==> src/sv/u8u16_pkg.sv <==
// ----------------------------------------------------------------------------
// u8u16_pkg
// Shared types and constants for the UTF-8 to UTF-16 transcoder.
// ----------------------------------------------------------------------------
`default_nettype none

package u8u16_pkg;

  localparam int unsigned MaxResults = 2;

  localparam logic [15:0] ReplChar    = 16'hFFFD;
  localparam logic [7:0]  ContLowDef  = 8'h80;
  localparam logic [7:0]  ContHighDef = 8'hBF;
  localparam logic [7:0]  LeadTwoMin  = 8'hC2;
  localparam logic [7:0]  LeadTwoMax  = 8'hDF;
  localparam logic [7:0]  LeadThrMin  = 8'hE0;
  localparam logic [7:0]  LeadThrMax  = 8'hEF;
  localparam logic [7:0]  LeadFouMin  = 8'hF0;
  localparam logic [7:0]  LeadFouMax  = 8'hF4;
  localparam logic [7:0]  LeadE0      = 8'hE0;
  localparam logic [7:0]  LeadED      = 8'hED;
  localparam logic [7:0]  LeadF0      = 8'hF0;
  localparam logic [7:0]  LeadF4      = 8'hF4;
  localparam logic [7:0]  LowAfterE0  = 8'hA0;
  localparam logic [7:0]  HighAfterED = 8'h9F;
  localparam logic [7:0]  LowAfterF0  = 8'h90;
  localparam logic [7:0]  HighAfterF4 = 8'h8F;
  localparam logic [20:0] SuppBase    = 21'h10000;
  localparam logic [15:0] SurrHiBase  = 16'hD800;
  localparam logic [15:0] SurrLoBase  = 16'hDC00;

  typedef struct packed {
    logic [7:0] byte_in;
    logic       final_byte;
  } in_req_t;

  typedef struct packed {
    logic [15:0] code_unit;
    logic        replaced;
    logic        run_end;
    logic        string_end;
  } out_req_t;

  typedef struct packed {
    logic [1:0]          count;
    out_req_t [1:0]      unit;
  } step_res_t;

endpackage

`default_nettype wire

==> src/sv/u8u16_decode.sv <==
// ----------------------------------------------------------------------------
// u8u16_decode
// Sequence state and single-pass decode of one UTF-8 byte into up to two
// UTF-16 code units.
// ----------------------------------------------------------------------------
`default_nettype none

module u8u16_decode import u8u16_pkg::*; (
  input  wire logic      clk_i,
  input  wire logic      rst_ni,
  input  wire logic      advance_i,
  input  wire in_req_t   req_i,
  output step_res_t      res_o
);

  logic [1:0]  pend_q, pend_d;
  logic [20:0] part_q, part_d;
  logic [7:0]  lo_q, lo_d;
  logic [7:0]  hi_q, hi_d;

  logic [7:0]  b;
  logic        fin;
  logic        in_range;
  logic [1:0]  acc_pend;
  logic [20:0] acc_part;
  logic [19:0] supp;
  logic        do_lead;
  logic [1:0]  n;
  out_req_t    u0, u1;

  assign b        = req_i.byte_in;
  assign fin      = req_i.final_byte;
  assign in_range = (b >= lo_q) && (b <= hi_q);
  assign acc_pend = pend_q - 2'd1;
  assign acc_part = {part_q[14:0], b[5:0]};
  assign supp     = acc_part[19:0] - SuppBase[19:0];

  always_comb begin
    pend_d  = pend_q;
    part_d  = part_q;
    lo_d    = lo_q;
    hi_d    = hi_q;
    n       = 2'd0;
    u0      = '0;
    u1      = '0;
    do_lead = 1'b0;

    if (pend_q != 2'd0) begin
      if (in_range) begin
        pend_d = acc_pend;
        part_d = acc_part;
        lo_d   = ContLowDef;
        hi_d   = ContHighDef;
        if (acc_pend == 2'd0) begin
          part_d = '0;
          if (acc_part > 21'h00FFFF) begin
            u0.code_unit = SurrHiBase + {6'd0, supp[19:10]};
            u1.code_unit = SurrLoBase + {6'd0, supp[9:0]};
            n = 2'd2;
          end else begin
            u0.code_unit = acc_part[15:0];
            n = 2'd1;
          end
        end
      end else begin
        u0.code_unit = ReplChar;
        u0.replaced  = 1'b1;
        n       = 2'd1;
        do_lead = 1'b1;
      end
    end else begin
      do_lead = 1'b1;
    end

    if (do_lead) begin
      pend_d = 2'd0;
      part_d = '0;
      lo_d   = ContLowDef;
      hi_d   = ContHighDef;
      if (b[7] == 1'b0) begin
        if (n == 2'd0) u0.code_unit = {8'd0, b};
        else           u1.code_unit = {8'd0, b};
        n = n + 2'd1;
      end else if (b >= LeadTwoMin && b <= LeadTwoMax) begin
        pend_d = 2'd1;
        part_d = {16'd0, b[4:0]};
      end else if (b >= LeadThrMin && b <= LeadThrMax) begin
        pend_d = 2'd2;
        part_d = {17'd0, b[3:0]};
        if (b == LeadE0) lo_d = LowAfterE0;
        if (b == LeadED) hi_d = HighAfterED;
      end else if (b >= LeadFouMin && b <= LeadFouMax) begin
        pend_d = 2'd3;
        part_d = {18'd0, b[2:0]};
        if (b == LeadF0) lo_d = LowAfterF0;
        if (b == LeadF4) hi_d = HighAfterF4;
      end else begin
        if (n == 2'd0) begin
          u0.code_unit = ReplChar;
          u0.replaced  = 1'b1;
        end else begin
          u1.code_unit = ReplChar;
          u1.replaced  = 1'b1;
        end
        n = n + 2'd1;
      end
    end

    if (fin && pend_d != 2'd0) begin
      if (n == 2'd0) begin
        u0.code_unit = ReplChar;
        u0.replaced  = 1'b1;
        n = 2'd1;
      end else if (n == 2'd1) begin
        u1.code_unit = ReplChar;
        u1.replaced  = 1'b1;
        n = 2'd2;
      end
      pend_d = 2'd0;
      part_d = '0;
      lo_d   = ContLowDef;
      hi_d   = ContHighDef;
    end

    if (n == 2'd1) begin
      u0.run_end    = 1'b1;
      u0.string_end = fin;
    end else if (n == 2'd2) begin
      u1.run_end    = 1'b1;
      u1.string_end = fin;
    end
  end

  assign res_o.count   = n;
  assign res_o.unit[0] = u0;
  assign res_o.unit[1] = u1;

  always_ff @(posedge clk_i or negedge rst_ni) begin
    if (!rst_ni) begin
      pend_q <= 2'd0;
      part_q <= '0;
      lo_q   <= ContLowDef;
      hi_q   <= ContHighDef;
    end else if (advance_i) begin
      pend_q <= pend_d;
      part_q <= part_d;
      lo_q   <= lo_d;
      hi_q   <= hi_d;
    end
  end

endmodule

`default_nettype wire

==> src/sv/u8u16_obuf.sv <==
// ----------------------------------------------------------------------------
// u8u16_obuf
// Two-slot result register: holds the code units of one byte and presents
// them in order on the output channel.
// ----------------------------------------------------------------------------
`default_nettype none

module u8u16_obuf import u8u16_pkg::*; (
  input  wire logic      clk_i,
  input  wire logic      rst_ni,
  input  wire logic      load_i,
  input  wire step_res_t res_i,
  output logic           load_ok_o,
  output logic           out_valid_o,
  input  wire logic      out_ready_i,
  output out_req_t       out_req_o
);

  logic [1:0] cnt_q, cnt_d;
  out_req_t   s0_q, s0_d;
  out_req_t   s1_q, s1_d;
  logic       pop;

  assign out_valid_o = (cnt_q != 2'd0);
  assign out_req_o   = s0_q;
  assign pop         = out_valid_o && out_ready_i;
  assign load_ok_o   = (cnt_q == 2'd0) || ((cnt_q == 2'd1) && out_ready_i);

  always_comb begin
    cnt_d = cnt_q;
    s0_d  = s0_q;
    s1_d  = s1_q;
    if (load_i) begin
      cnt_d = res_i.count;
      s0_d  = res_i.unit[0];
      s1_d  = res_i.unit[1];
    end else if (pop) begin
      // advance the second unit
      s0_d  = s1_q;
      cnt_d = cnt_q - 2'd1;
    end
  end

  always_ff @(posedge clk_i or negedge rst_ni) begin
    if (!rst_ni) begin
      cnt_q <= 2'd0;
    end else begin
      cnt_q <= cnt_d;
    end
  end

  always_ff @(posedge clk_i) begin
    s0_q <= s0_d;
    s1_q <= s1_d;
  end

endmodule

`default_nettype wire

==> src/sv/utf8_to_utf16_transcoder_core.sv <==
// ----------------------------------------------------------------------------
// utf8_to_utf16_transcoder_core
// UTF-8 to UTF-16 transcoder with U+FFFD replacement of ill-formed subparts.
//
// Input channel: one UTF-8 byte per request, final_byte set on the last byte
// of the string. Output channel: one UTF-16 code unit per request, with
// replaced, run_end (last unit of a byte) and string_end (last unit of the
// string) flags.
// A request is held in an input register, decoded in one pass and written to
// a two-slot result register, from which its code units are presented in
// order. Throughput is one byte per cycle while each byte gives at most one
// unit and the receiver is ready; a byte giving two units (surrogate pair,
// or a replacement followed by a new unit) holds the result register until
// its second unit is taken. Bytes that give no unit produce no output.
// Reset clears the pending sequence and empties both registers; the next byte is
// taken as a lead byte.
// When the receiver stalls, the result register holds its units and the
// input register takes one more byte, then in_ready_o falls.
// ----------------------------------------------------------------------------
`default_nettype none

module utf8_to_utf16_transcoder_core import u8u16_pkg::*; (
  input  wire logic     clk_i,
  input  wire logic     rst_ni,
  input  wire logic     in_valid_i,
  output logic          in_ready_o,
  input  wire in_req_t  in_req_i,
  output logic          out_valid_o,
  input  wire logic     out_ready_i,
  output out_req_t      out_req_o
);

  logic      in_valid_q;
  in_req_t   in_q;
  logic      load_ok;
  logic      advance;
  step_res_t res;

  assign advance    = in_valid_q && load_ok;
  assign in_ready_o = !in_valid_q || load_ok;

  always_ff @(posedge clk_i or negedge rst_ni) begin
    if (!rst_ni) begin
      in_valid_q <= 1'b0;
    end else if (in_ready_o) begin
      in_valid_q <= in_valid_i;
    end
  end

  always_ff @(posedge clk_i) begin
    if (in_ready_o && in_valid_i) begin
      in_q <= in_req_i;
    end
  end

  u8u16_decode u_decode (
    .clk_i     (clk_i),
    .rst_ni    (rst_ni),
    .advance_i (advance),
    .req_i     (in_q),
    .res_o     (res)
  );

  u8u16_obuf u_obuf (
    .clk_i       (clk_i),
    .rst_ni      (rst_ni),
    .load_i      (advance),
    .res_i       (res),
    .load_ok_o   (load_ok),
    .out_valid_o (out_valid_o),
    .out_ready_i (out_ready_i),
    .out_req_o   (out_req_o)
  );

endmodule

`default_nettype wire

==> config.mk <==
export PLATFORM = sky130hd
export DESIGN_NAME = utf8_to_utf16_transcoder_core
export DESIGN_NICKNAME = d
export VERILOG_FILES = /design/src/sv/u8u16_pkg.sv /design/src/sv/u8u16_decode.sv /design/src/sv/u8u16_obuf.sv /design/src/sv/utf8_to_utf16_transcoder_core.sv
export SDC_FILE = /design/constraint.sdc
export NUM_CORES = 1
export LEC_CHECK = 0
export ABC_AREA = 1
export BUFFER_PORTS_ARGS = -buffer_cell sky130_fd_sc_hd__buf_2
export CAP_MARGIN = 20
export CORE_MARGIN = 8
export CORE_UTILIZATION = 35
export CTS_BUF_LIST = sky130_fd_sc_hd__clkbuf_2 sky130_fd_sc_hd__clkbuf_4 sky130_fd_sc_hd__clkbuf_8
export CTS_CLUSTER_SIZE = 16
export DETAILED_ROUTE_END_ITERATION = 16
export GPL_TIMING_DRIVEN = 0
export PLACE_DENSITY = 0.58
export RECOVER_POWER = 50
export SETUP_SLACK_MARGIN = 0.3
export SYNTH_ARGS = -nofsm -noshare
export SYNTH_HDL_FRONTEND = slang
export SYNTH_SLANG_ARGS = --single-unit
==> constraint.sdc <==
create_clock -name clk_i -period 3.9 [get_ports clk_i]
set_input_delay 0.39 -clock clk_i [delete_from_list [all_inputs] [get_ports clk_i]]
set_output_delay 0.39 -clock clk_i [all_outputs]
set_load 0.05 [all_outputs]
-- Word level (Yosys, flattened, before mapping)
Cells that the tools add are included.
- add/subtract/negate cells: 6
- magnitude comparators: 9
- eq/ne operators: 8
- mux-type cells: 86
- bitwise gates (word level): 1
- reduce and logical (&&, ||, !) cells: 24
- operator list (cell ; number):
    17-bit 2-to-1 mux ; 16
    16-bit 2-to-1 mux ; 11
    8-bit 2-to-1 mux ; 16
    15-bit 2-to-1 mux ; 7
    2-bit 2-to-1 mux ; 24
    19-bit 2-to-1 mux ; 2
    15-bit by 11-bit adder with 16-bit output, first input constant ; 2
    8-bit == test, second input constant ; 4
    8-bit greater-or-equal comparator, second input constant ; 3
    8-bit <= comparator, second input constant ; 3
    21-bit by 16-bit greater-than comparator with 1-bit output, second input constant ; 1
    20-bit by 17-bit subtractor with 20-bit output, second input constant ; 1
    6-bit 2-to-1 mux ; 3
    1-bit logical AND ; 9
    8-bit greater-or-equal comparator ; 1
    8-bit <= comparator ; 1
    2-bit logical NOT ; 4
    2-bit nonzero test ; 4
    2-bit by 1-bit == test with 1-bit output, second input constant ; 3
    3-bit nonzero test ; 2
    5-bit 2-to-1 mux ; 1
    1-bit 2-to-1 mux ; 4
    4-bit 2-to-1 mux ; 1
    2-bit by 1-bit subtractor with 2-bit output, second input constant ; 2
    8 further kinds ; 9
- flip-flop bits (word level): 83
- input port bits: 13
- output and inout port bits: 21
- word-level logic and storage cells: 150

-- Logic depth before layout (Yosys ltp)
Gate-level depths: netlist (run 1).
- depth in word-level cells: 18
- depth in mapped cells: 24
- mapped depth without buffers: 22

-- Cells and area by module
From an unflattened synthesis (run 1), not the netlist that was laid out.
- cell total of the unflattened synthesis: 501
- area total of the unflattened synthesis: 4161.5 µm²
- modules (own cells, without submodules) (module ; instances ; cells an instance ; area each (µm²) ; seq. area each (µm²)):
    u8u16_decode ; 1 ; 363 ; 2313.5 ; 528.0
    u8u16_obuf ; 1 ; 121 ; 1525.2 ; 1191.1
    utf8_to_utf16_transcoder_core ; 1 ; 17 ; 322.8 ; 295.3

-- Worst setup path before layout (run 1)
No wires, ideal clock.
- path type: reg2reg
- start point: register in_q[6] (netlist name)
- end point: register u_obuf.s0_q (netlist bit u_obuf.out_req_o[3]) (data pin)
- setup time: 0.249 ns
- data arrival time: 2.990 ns
- setup slack: 0.660 ns
- cell stages (with the launch flop): 24
- path buffers: 2
- period minus slack after synthesis: 3.240 ns
- cells stage by stage: edfxtp_1 > ha_1 > inv_1 > o21ai_0 > nand2_1 > nand2_2 > nand3_4 > buf_6 > nor2_8 > inv_4 > nor2_4 > inv_1 > ha_1 > nand2_1 > nor2_1 > nor2_4 > ha_1 > nand3_4 > nand2_4 > inv_4 > buf_6 > nand3_2 > nand2_1 > inv_1
- RTL lines (what ; line ; text):
    start, declared ; utf8_to_utf16_transcoder_core.sv:34 ; in_req_t in_q;
    start signal, assigned ; utf8_to_utf16_transcoder_core.sv:52 ; in_q <= in_req_i;
    end signal, assigned ; u8u16_obuf.sv:53 ; s0_q <= s0_d;
    end, declared ; u8u16_obuf.sv:20 ; out_req_t s0_q, s0_d;

==> results.txt, run 1 <==
Outcome = finished clean
Nets = 544
Met3 routed wirelength = 611 µm
ANT nets after route = 0
Largest net degree at the start of global routing = 25
Commonest cells after routing, fill and taps aside = 91 x nand2_1, 60 x inv_1, 42 x edfxtp_1
Grt total ovfl = 0
1st-iter DRT viols = 186
Antenna violations before repair = 0
RSZ-0062 raised after global routing = false
Yosys warns = 0
Row cnt = 38
Worst setup margin = 0.5198 ns
Crit Path Class = flip-flop to flip-flop
Max incr delay on CP = 0.41 ns
Top layer in use = met4
Area grow syn2layout = 17.55%
Syn Inst Count = 457
Synth Area in Simple Gates = 0.2797
Synthesized Nets = 484
Vias = 3358
Clock power share = 0.141
Syn avg cell area = 8.643 µm²
IR drop worst, VDD = 0.0004255 V
Layout cell share with drive strength beyond 1 = 0.2050
Main flop type after synthesis = edfxtp_1
Slowest CP cell = dfrtp_1
First-pass GRT wire length = 16910 µm
Post-synthesis mux area share = 0
DRC viols = 0
Async set-reset flop share out of synthesis = 0.3636
# Max-Cap Violations = 0
CP Buf/Inv Count = 4
Minimum clock period after layout = 3.380 ns
GRT Overall Usage = 0.1463
H-Tree Depth = 3
Post-Place Setup Slack = -0.06464 ns
Critical path endpoint category = flip-flop
Routed len/inst = 15.65 µm
IO Port Bufs = 33
Worst Tran Pin Value = 1.382 ns
Final period util = 0.8667
FMAX = 0.2958 GHz
Sequential Power Share = 0.306
Power density cells = 866.6 nW/µm²
1st-pass router iterations = 5
Worst setup startpoint = u_decode.part_q[10]$_DFFE_PN0P_
Setup violations, final = 0
Hold Path Class = primary input to flip-flop
Gate power share = 0.554
CTS Buf Count = 9
Final wirelength = 10360 µm
Req. time, crit path = 4.03 ns
Startpoint class of the critical path = flip-flop
Max Buffers Root-to-Sink = 2
Clock transition at path regs = 0.08 ns
Worst-path cell chain = inv_1 -> ha_1 -> nand4_1 -> nor3_1 -> nand2_1 -> nand2_2 -> nand2_2 -> nor2_2 -> nor2_1 -> ha_1 -> nand2_1 -> nor2_2 -> nor2_4 -> ha_4 -> nand3_4 -> nand2_4 -> inv_6 -> buf_8 -> nand3_2 -> nand2_1 -> inv_1
Compound-Gate Fraction of Synth Area = 0.1166
Vias in the first global route = 3368
Root buffer cell = clkbuf_8
CTS tree = built
Slew Limit Fails = 0
Die area = 14940 µm²
CORE AREA = 10940 µm²
Worst skew pair latency = 0.36 ns
Clock tree sinks = 66
Final hold vios = 0
CP max FO = 8
M1 WL = 4663 µm
Largest family of logic cells by synthesized area = simple AND/OR/NAND/NOR gates
Static Leak = 2.077 nW
Die X = 122.2 µm
P_sw = 0.001960 W
Yosys reg bits = 66
Seq/Total Area, Yosys = 0.4720
Gpl congestion = 0.9278
Commonest non-fill, non-tap cell in the layout = nand2_1
Starting Density = 0.3612
XOR/XNOR share of the synthesized area = 0.004435
Delay-heaviest family, CP = simple AND/OR/NAND/NOR gates
Routed wl met2 = 4801 µm
Final Core Density = 0.4246
Post-synth EDFFs = 42
Synth cell types = 42
Reg2reg start = u_decode.part_q[10]$_DFFE_PN0P_
Hold Startpoint = in_req_i[5]
Mapped Area = 3950 µm²
Fraction of the mapped netlist area in adder cells = 0.04435
Crit-path most repeated cell = nand2_1
# IOs = 34
Max_slew headroom = 0.07893
Int Power = 0.002063 W
Final HPWL DP = 7830 µm
Setup tns final = 0 ns
Cts hold-fix bufs = 0
Diode count = 0
Critical Path AT = 3.51 ns
Worst Clk Skew = 0.01261 ns
Vias per cell = 5.073
Sw frac = 0.4872
Die Ht = 122.2 µm
==> power by group through the flow <==
stage	clock network, W	logic [W]	registers [W]
after CTS	0.000582	0.00215	0.00123
after global routing	0.000613	0.00246	0.00126
after floorplan	0	0.00125	0.00160
after global placement	0	0.00208	0.00125
after detailed placement	0	0.00212	0.00125
final	0.000566	0.00223	0.00123
==> worst register-to-register path: cells and delay by family (launching register included) <==
kind	cells	cell delay, ns
simple gates	14	1.71
fa+ha+maj	3	0.65
buf+inv	4	0.40
flops	1	0.41
==> repair_timing <==
item,in CTS,in global routing
endpoints found under the setup margin,30,25
resized for setup,3,15
pin swaps,0,4
gates cloned,0,2
setup buffers,2,11
==> Yosys cell counts (2+ instances only) <==
library cell | n | area (µm²)
or2_2 | 6 | 37.54
o21ai_0 | 29 | 145.1
nand2_1 | 91 | 341.6
nor3_1 | 5 | 25.02
inv_1 | 64 | 240.2
o22ai_1 | 11 | 68.82
nand4_1 | 7 | 43.79
buf_6 | 2 | 22.52
inv_2 | 3 | 11.26
a21oi_1 | 18 | 90.09
nand3_1 | 37 | 185.2
clkbuf_1 | 7 | 26.28
dfstp_2 | 2 | 52.55
nand3_4 | 3 | 52.55
a21oi_2 | 5 | 43.79
dfrtp_1 | 22 | 550.5
edfxtp_1 | 42 | 1261
nand3_2 | 3 | 30.03
nor2_4 | 3 | 33.78
o21bai_1 | 6 | 45.04
nand2_4 | 5 | 56.30
nor2_2 | 6 | 37.54
nor2_1 | 37 | 138.9
a22oi_1 | 2 | 15.01
ha_1 | 14 | 175.2
buf_2 | 3 | 15.01
nand2_2 | 8 | 50.05
inv_4 | 2 | 12.51
==> through the flow <==
stage | cell area (µm²) | hold WS [ns] | total power [W] | std cells
6_report | 4643 | 0.1994 | 0.004024 | 662
5_1_grt | 4643 | 0.1838 | 0.004333 | 662
4_1_cts | 4514 | 0.03648 | 0.003960 | 649
3_5_place_dp | 4305 | 0.4316 | 0.003373 | 631
3_3_place_gp | 4290 | 0.4211 | 0.003328 | 630
2_1_floorplan | 3950 | 0.09441 | 0.002849 | 457
==> cells by family after synthesis <==
kind of cell               Yosys count
xor gates and xnor gates             2
and+or+nand+nor                    216
AOI/OAI and AO/OA                   78
adders and majority gates           14
buffers and inverters               81
DFF                                 66
==> area by class of cell <==
class	count	area [µm²]
multi-input combinational	310	1780
inverter	69	269.0
tap	140	175.2
clock inverter	6	57.56
fill	1111	6292
sequential	66	1864
clock buffer	10	131.4
buffer	12	77.57
timing repair buffer	48	280.3
timing repair inverter	1	7.507
==> flip-flops by register name, summed over array words and instances, names as in the netlist <==
name	count
in_q	9
in_valid_q	1
u_decode.hi_q	2
u_decode.lo_q	2
u_decode.part_q	15
u_decode.pend_q	2
u_obuf.cnt_q	2
u_obuf.out_req_o	19
u_obuf.s1_q	14
==> path summary, 6_finish.rpt <==
path	to	cells after the start	slack, ns
setup / recovery	u_obuf.out_req_o[3]$_DFFE_PP_	21	0.52
hold / removal	in_q[5]$_DFFE_PP_	1	0.20
setup reg to reg	u_obuf.out_req_o[3]$_DFFE_PP_	21	0.52
hold reg to reg	u_decode.hi_q[4]$_DFFE_PN1P_	2	0.48
max in group asynchronous	u_decode.part_q[6]$_DFFE_PN0P_	1	2.76
min in group asynchronous	u_decode.part_q[9]$_DFFE_PN0P_	1	0.33
==> per-layer routing <==
layer / vias to the layer above / global-route usage
met5: - / 0
met4: 0 / 0.06626
met3: 23 / 0.03491
met2: 103 / 0.2381
met1: 1577 / 0.1812
li1: 1655 / -
(Power assumes the default switching activity.)
==> inputs of run 2 (changes only) <==
--- a/config.mk
+++ b/config.mk
@@ -7,14 +7,13 @@
 export LEC_CHECK = 0
 export ABC_AREA = 1
 export BUFFER_PORTS_ARGS = -buffer_cell sky130_fd_sc_hd__buf_2
-export CAP_MARGIN = 20
 export CORE_MARGIN = 8
 export CORE_UTILIZATION = 35
 export CTS_BUF_LIST = sky130_fd_sc_hd__clkbuf_2 sky130_fd_sc_hd__clkbuf_4 sky130_fd_sc_hd__clkbuf_8
 export CTS_CLUSTER_SIZE = 16
 export DETAILED_ROUTE_END_ITERATION = 16
 export GPL_TIMING_DRIVEN = 0
-export PLACE_DENSITY = 0.58
+export PLACE_DENSITY = 0.64
 export RECOVER_POWER = 50
 export SETUP_SLACK_MARGIN = 0.3
 export SYNTH_ARGS = -nofsm -noshare
==> run 2 against run 1 <==
Compared with the run above:
- via count down 1.4%
- first-iteration DRC count up 16%
- cell count down 1.4%
- hold slack better by 0.0094 ns
- count of clock-buffer cells in the layout unchanged
- die area unchanged
- total power up 1.8%
- clock power up 22%
- sequential share of layout area up 0.13 points
- largest power group unchanged
==> results.txt, run 2 (same netlist as run 1, synthesis figures left out) <==
Outcome = finished clean
Root buffer cell = clkbuf_8
Power density cells = 885.1 nW/µm² (+2.1%)
Vias in the first global route = 3350 (-0.53%)
Minimum clock period after layout = 3.352 ns (-0.02803 ns)
Area grow syn2layout = 17.17%
# IOs = 34 (unchanged)
Final Core Density = 0.4232 (-0.001373)
FMAX = 0.2983 GHz (+0.84%)
Hold Path Class = primary input to flip-flop
RSZ-0062 raised after global routing = true
CTS Buf Count = 9 (unchanged)
Worst Clk Skew = 0.01086 ns (-0.001747 ns)
Vias per cell = 5.072 (about the same)
Startpoint class of the critical path = flip-flop
Routed len/inst = 15.57 µm (-0.48%)
Critical path endpoint category = flip-flop
Clock transition at path regs = 0.07 ns (about the same)
IO Port Bufs = 33 (unchanged)
Static Leak = 2.059 nW (-0.86%)
Vias = 3312 (-1.4%)
Slew Limit Fails = 0 (unchanged)
Worst-path cell chain = inv_1 -> ha_1 -> nand2_1 -> nor2_1 -> nand2_1 -> nand2_2 -> nand3_4 -> buf_12 -> nor2_8 -> inv_4 -> nor2_4 -> inv_4 -> ha_1 -> nand2_1 -> nor2_2 -> nor2_4 -> ha_4 -> nand3_4 -> nand2_4 -> inv_4 -> buf_8 -> nand3_2 -> nand2_1 -> inv_1
Row cnt = 38 (unchanged)
1st-pass router iterations = 5 (unchanged)
Crit Path Class = flip-flop to flip-flop
Die X = 122.2 µm (unchanged)
CTS tree = built
Commonest cells after routing, fill and taps aside = 91 x nand2_1, 62 x inv_1, 42 x edfxtp_1
Antenna violations before repair = 0 (unchanged)
First-pass GRT wire length = 16620 µm (-1.8%)
DRC viols = 0 (unchanged)
Post-DP Area = 4290 µm² (-0.35%)
Gpl congestion = 0.9662 (+4.1%)
Commonest non-fill, non-tap cell in the layout = nand2_1
Nets = 535 (-1.7%)
Die Ht = 122.2 µm (unchanged)
Final hold vios = 0 (unchanged)
Finished Cell Area = 4628 µm² (-0.32%)
Final wirelength = 10170 µm (-1.8%)
Hold slack = 0.2088 ns (+0.009385 ns)
# Max-Cap Violations = 0 (unchanged)
GRT Overall Usage = 0.1421 (-0.004259)
Total power = 0.004096 W (+1.8%)
Max incr delay on CP = 0.51 ns (+0.10 ns)
Setup violations, final = 0 (unchanged)
Req. time, crit path = 4.02 ns (about the same)
IR drop worst, VDD = 0.0004196 V (-1.4%)
Max reg flops = 19 (unchanged)
Critical Path AT = 3.47 ns (-0.04 ns)
Starting Density = 0.3612 (unchanged)
Diode count = 0 (unchanged)
Crit-path most repeated cell = nand2_1
Final period util = 0.8595 (-0.007188)
Clock tree sinks = 66 (unchanged)
Largest net degree at the start of global routing = 25 (unchanged)
Grt total ovfl = 0 (unchanged)
Slowest CP cell = dfstp_2
Die area = 14940 µm² (unchanged)
Max Buffers Root-to-Sink = 2 (unchanged)
Setup tns final = 0 ns (unchanged)
ANT nets after route = 0 (unchanged)
1st-iter DRT viols = 215 (+16%)
CORE AREA = 10940 µm² (unchanged)
Layout cell share with drive strength beyond 1 = 0.1910 (-0.01395)
Final HPWL DP = 7806 µm (-0.30%)
CP max FO = 10 (+2)
H-Tree Depth = 3 (unchanged)
Worst Tran Pin Value = 1.366 ns (-0.01559 ns)
Max_slew headroom = 0.08933 (+0.01039)
Worst skew pair latency = 0.35 ns (about the same)
-- run 2: layer usage --
layer / GRT usage / share of wire / up-vias
met5: 0 / 0 / -
met4: 0.07540 / 0.037 / 0
met3: 0.02848 / 0.071 / 28
met2: 0.2306 / 0.46 / 123
met1: 0.1756 / 0.43 / 1534
li1: - / - / 1627
-- run 2: power breakdown --
group,switching (W),leakage (nW),internal [W]
registers,0.000109,0.724,0.00113
clock network,0.000261,0.123,0.000428
logic,0.00157,1.21,0.000604
total,0.00194,2.06,0.00216
-- run 2: final timing paths --
check	start	endpoint	slack, ns	depth (start not counted)
hold / removal	in_req_i[6]	in_q[6]$_DFFE_PP_	0.21	1
max in group asynchronous	rst_ni	u_decode.part_q[11]$_DFFE_PN0P_	2.76	1
setup / recovery	u_decode.hi_q[5]$_DFFE_PN1P_	u_obuf.out_req_o[3]$_DFFE_PP_	0.55	24
hold reg to reg	u_decode.hi_q[4]$_DFFE_PN1P_	u_decode.hi_q[4]$_DFFE_PN1P_	0.49	2
setup reg to reg	u_decode.hi_q[5]$_DFFE_PN1P_	u_obuf.out_req_o[3]$_DFFE_PP_	0.55	24
min in group asynchronous	rst_ni	u_decode.part_q[0]$_DFFE_PN0P_	0.34	1
-- run 2: through the flow --
stage	setup slack, ns	cells
2_1_floorplan	0.6605	457
5_1_grt	0.2762	653
6_report	0.5478	653
3_5_place_dp	0.01457	630
4_1_cts	0.3294	649
3_3_place_gp	0.05129	630
-- run 2: what timing repair did --
| action | in CTS | in global routing |
|---|---|---|
| endpoints found under the setup margin | 29 | 29 |
| cloned | 0 | 1 |
| pin swaps | 0 | 3 |
| resized for setup | 2 | 12 |
| setup buffers | 3 | 3 |
| hold buffers | 0 | 0 |
-- run 2: cell type report --
class,instances,area [µm²]
fill,1121,6307
clock inverter,6,105.1
tap,140,175.2
timing repair buffer,40,209.0
clock buffer,10,131.4
multi-input combinational,310,1800
inverter,69,266.5
sequential,66,1864
buffer,12,76.32
-- run 2: worst max-delay path: cells and delay by family (launching register included) --
family        cells  cell delay (ns)
simple gates     14             1.23
flops             1             0.51
fa+ha+maj         3             0.74
buf+inv           7             0.63
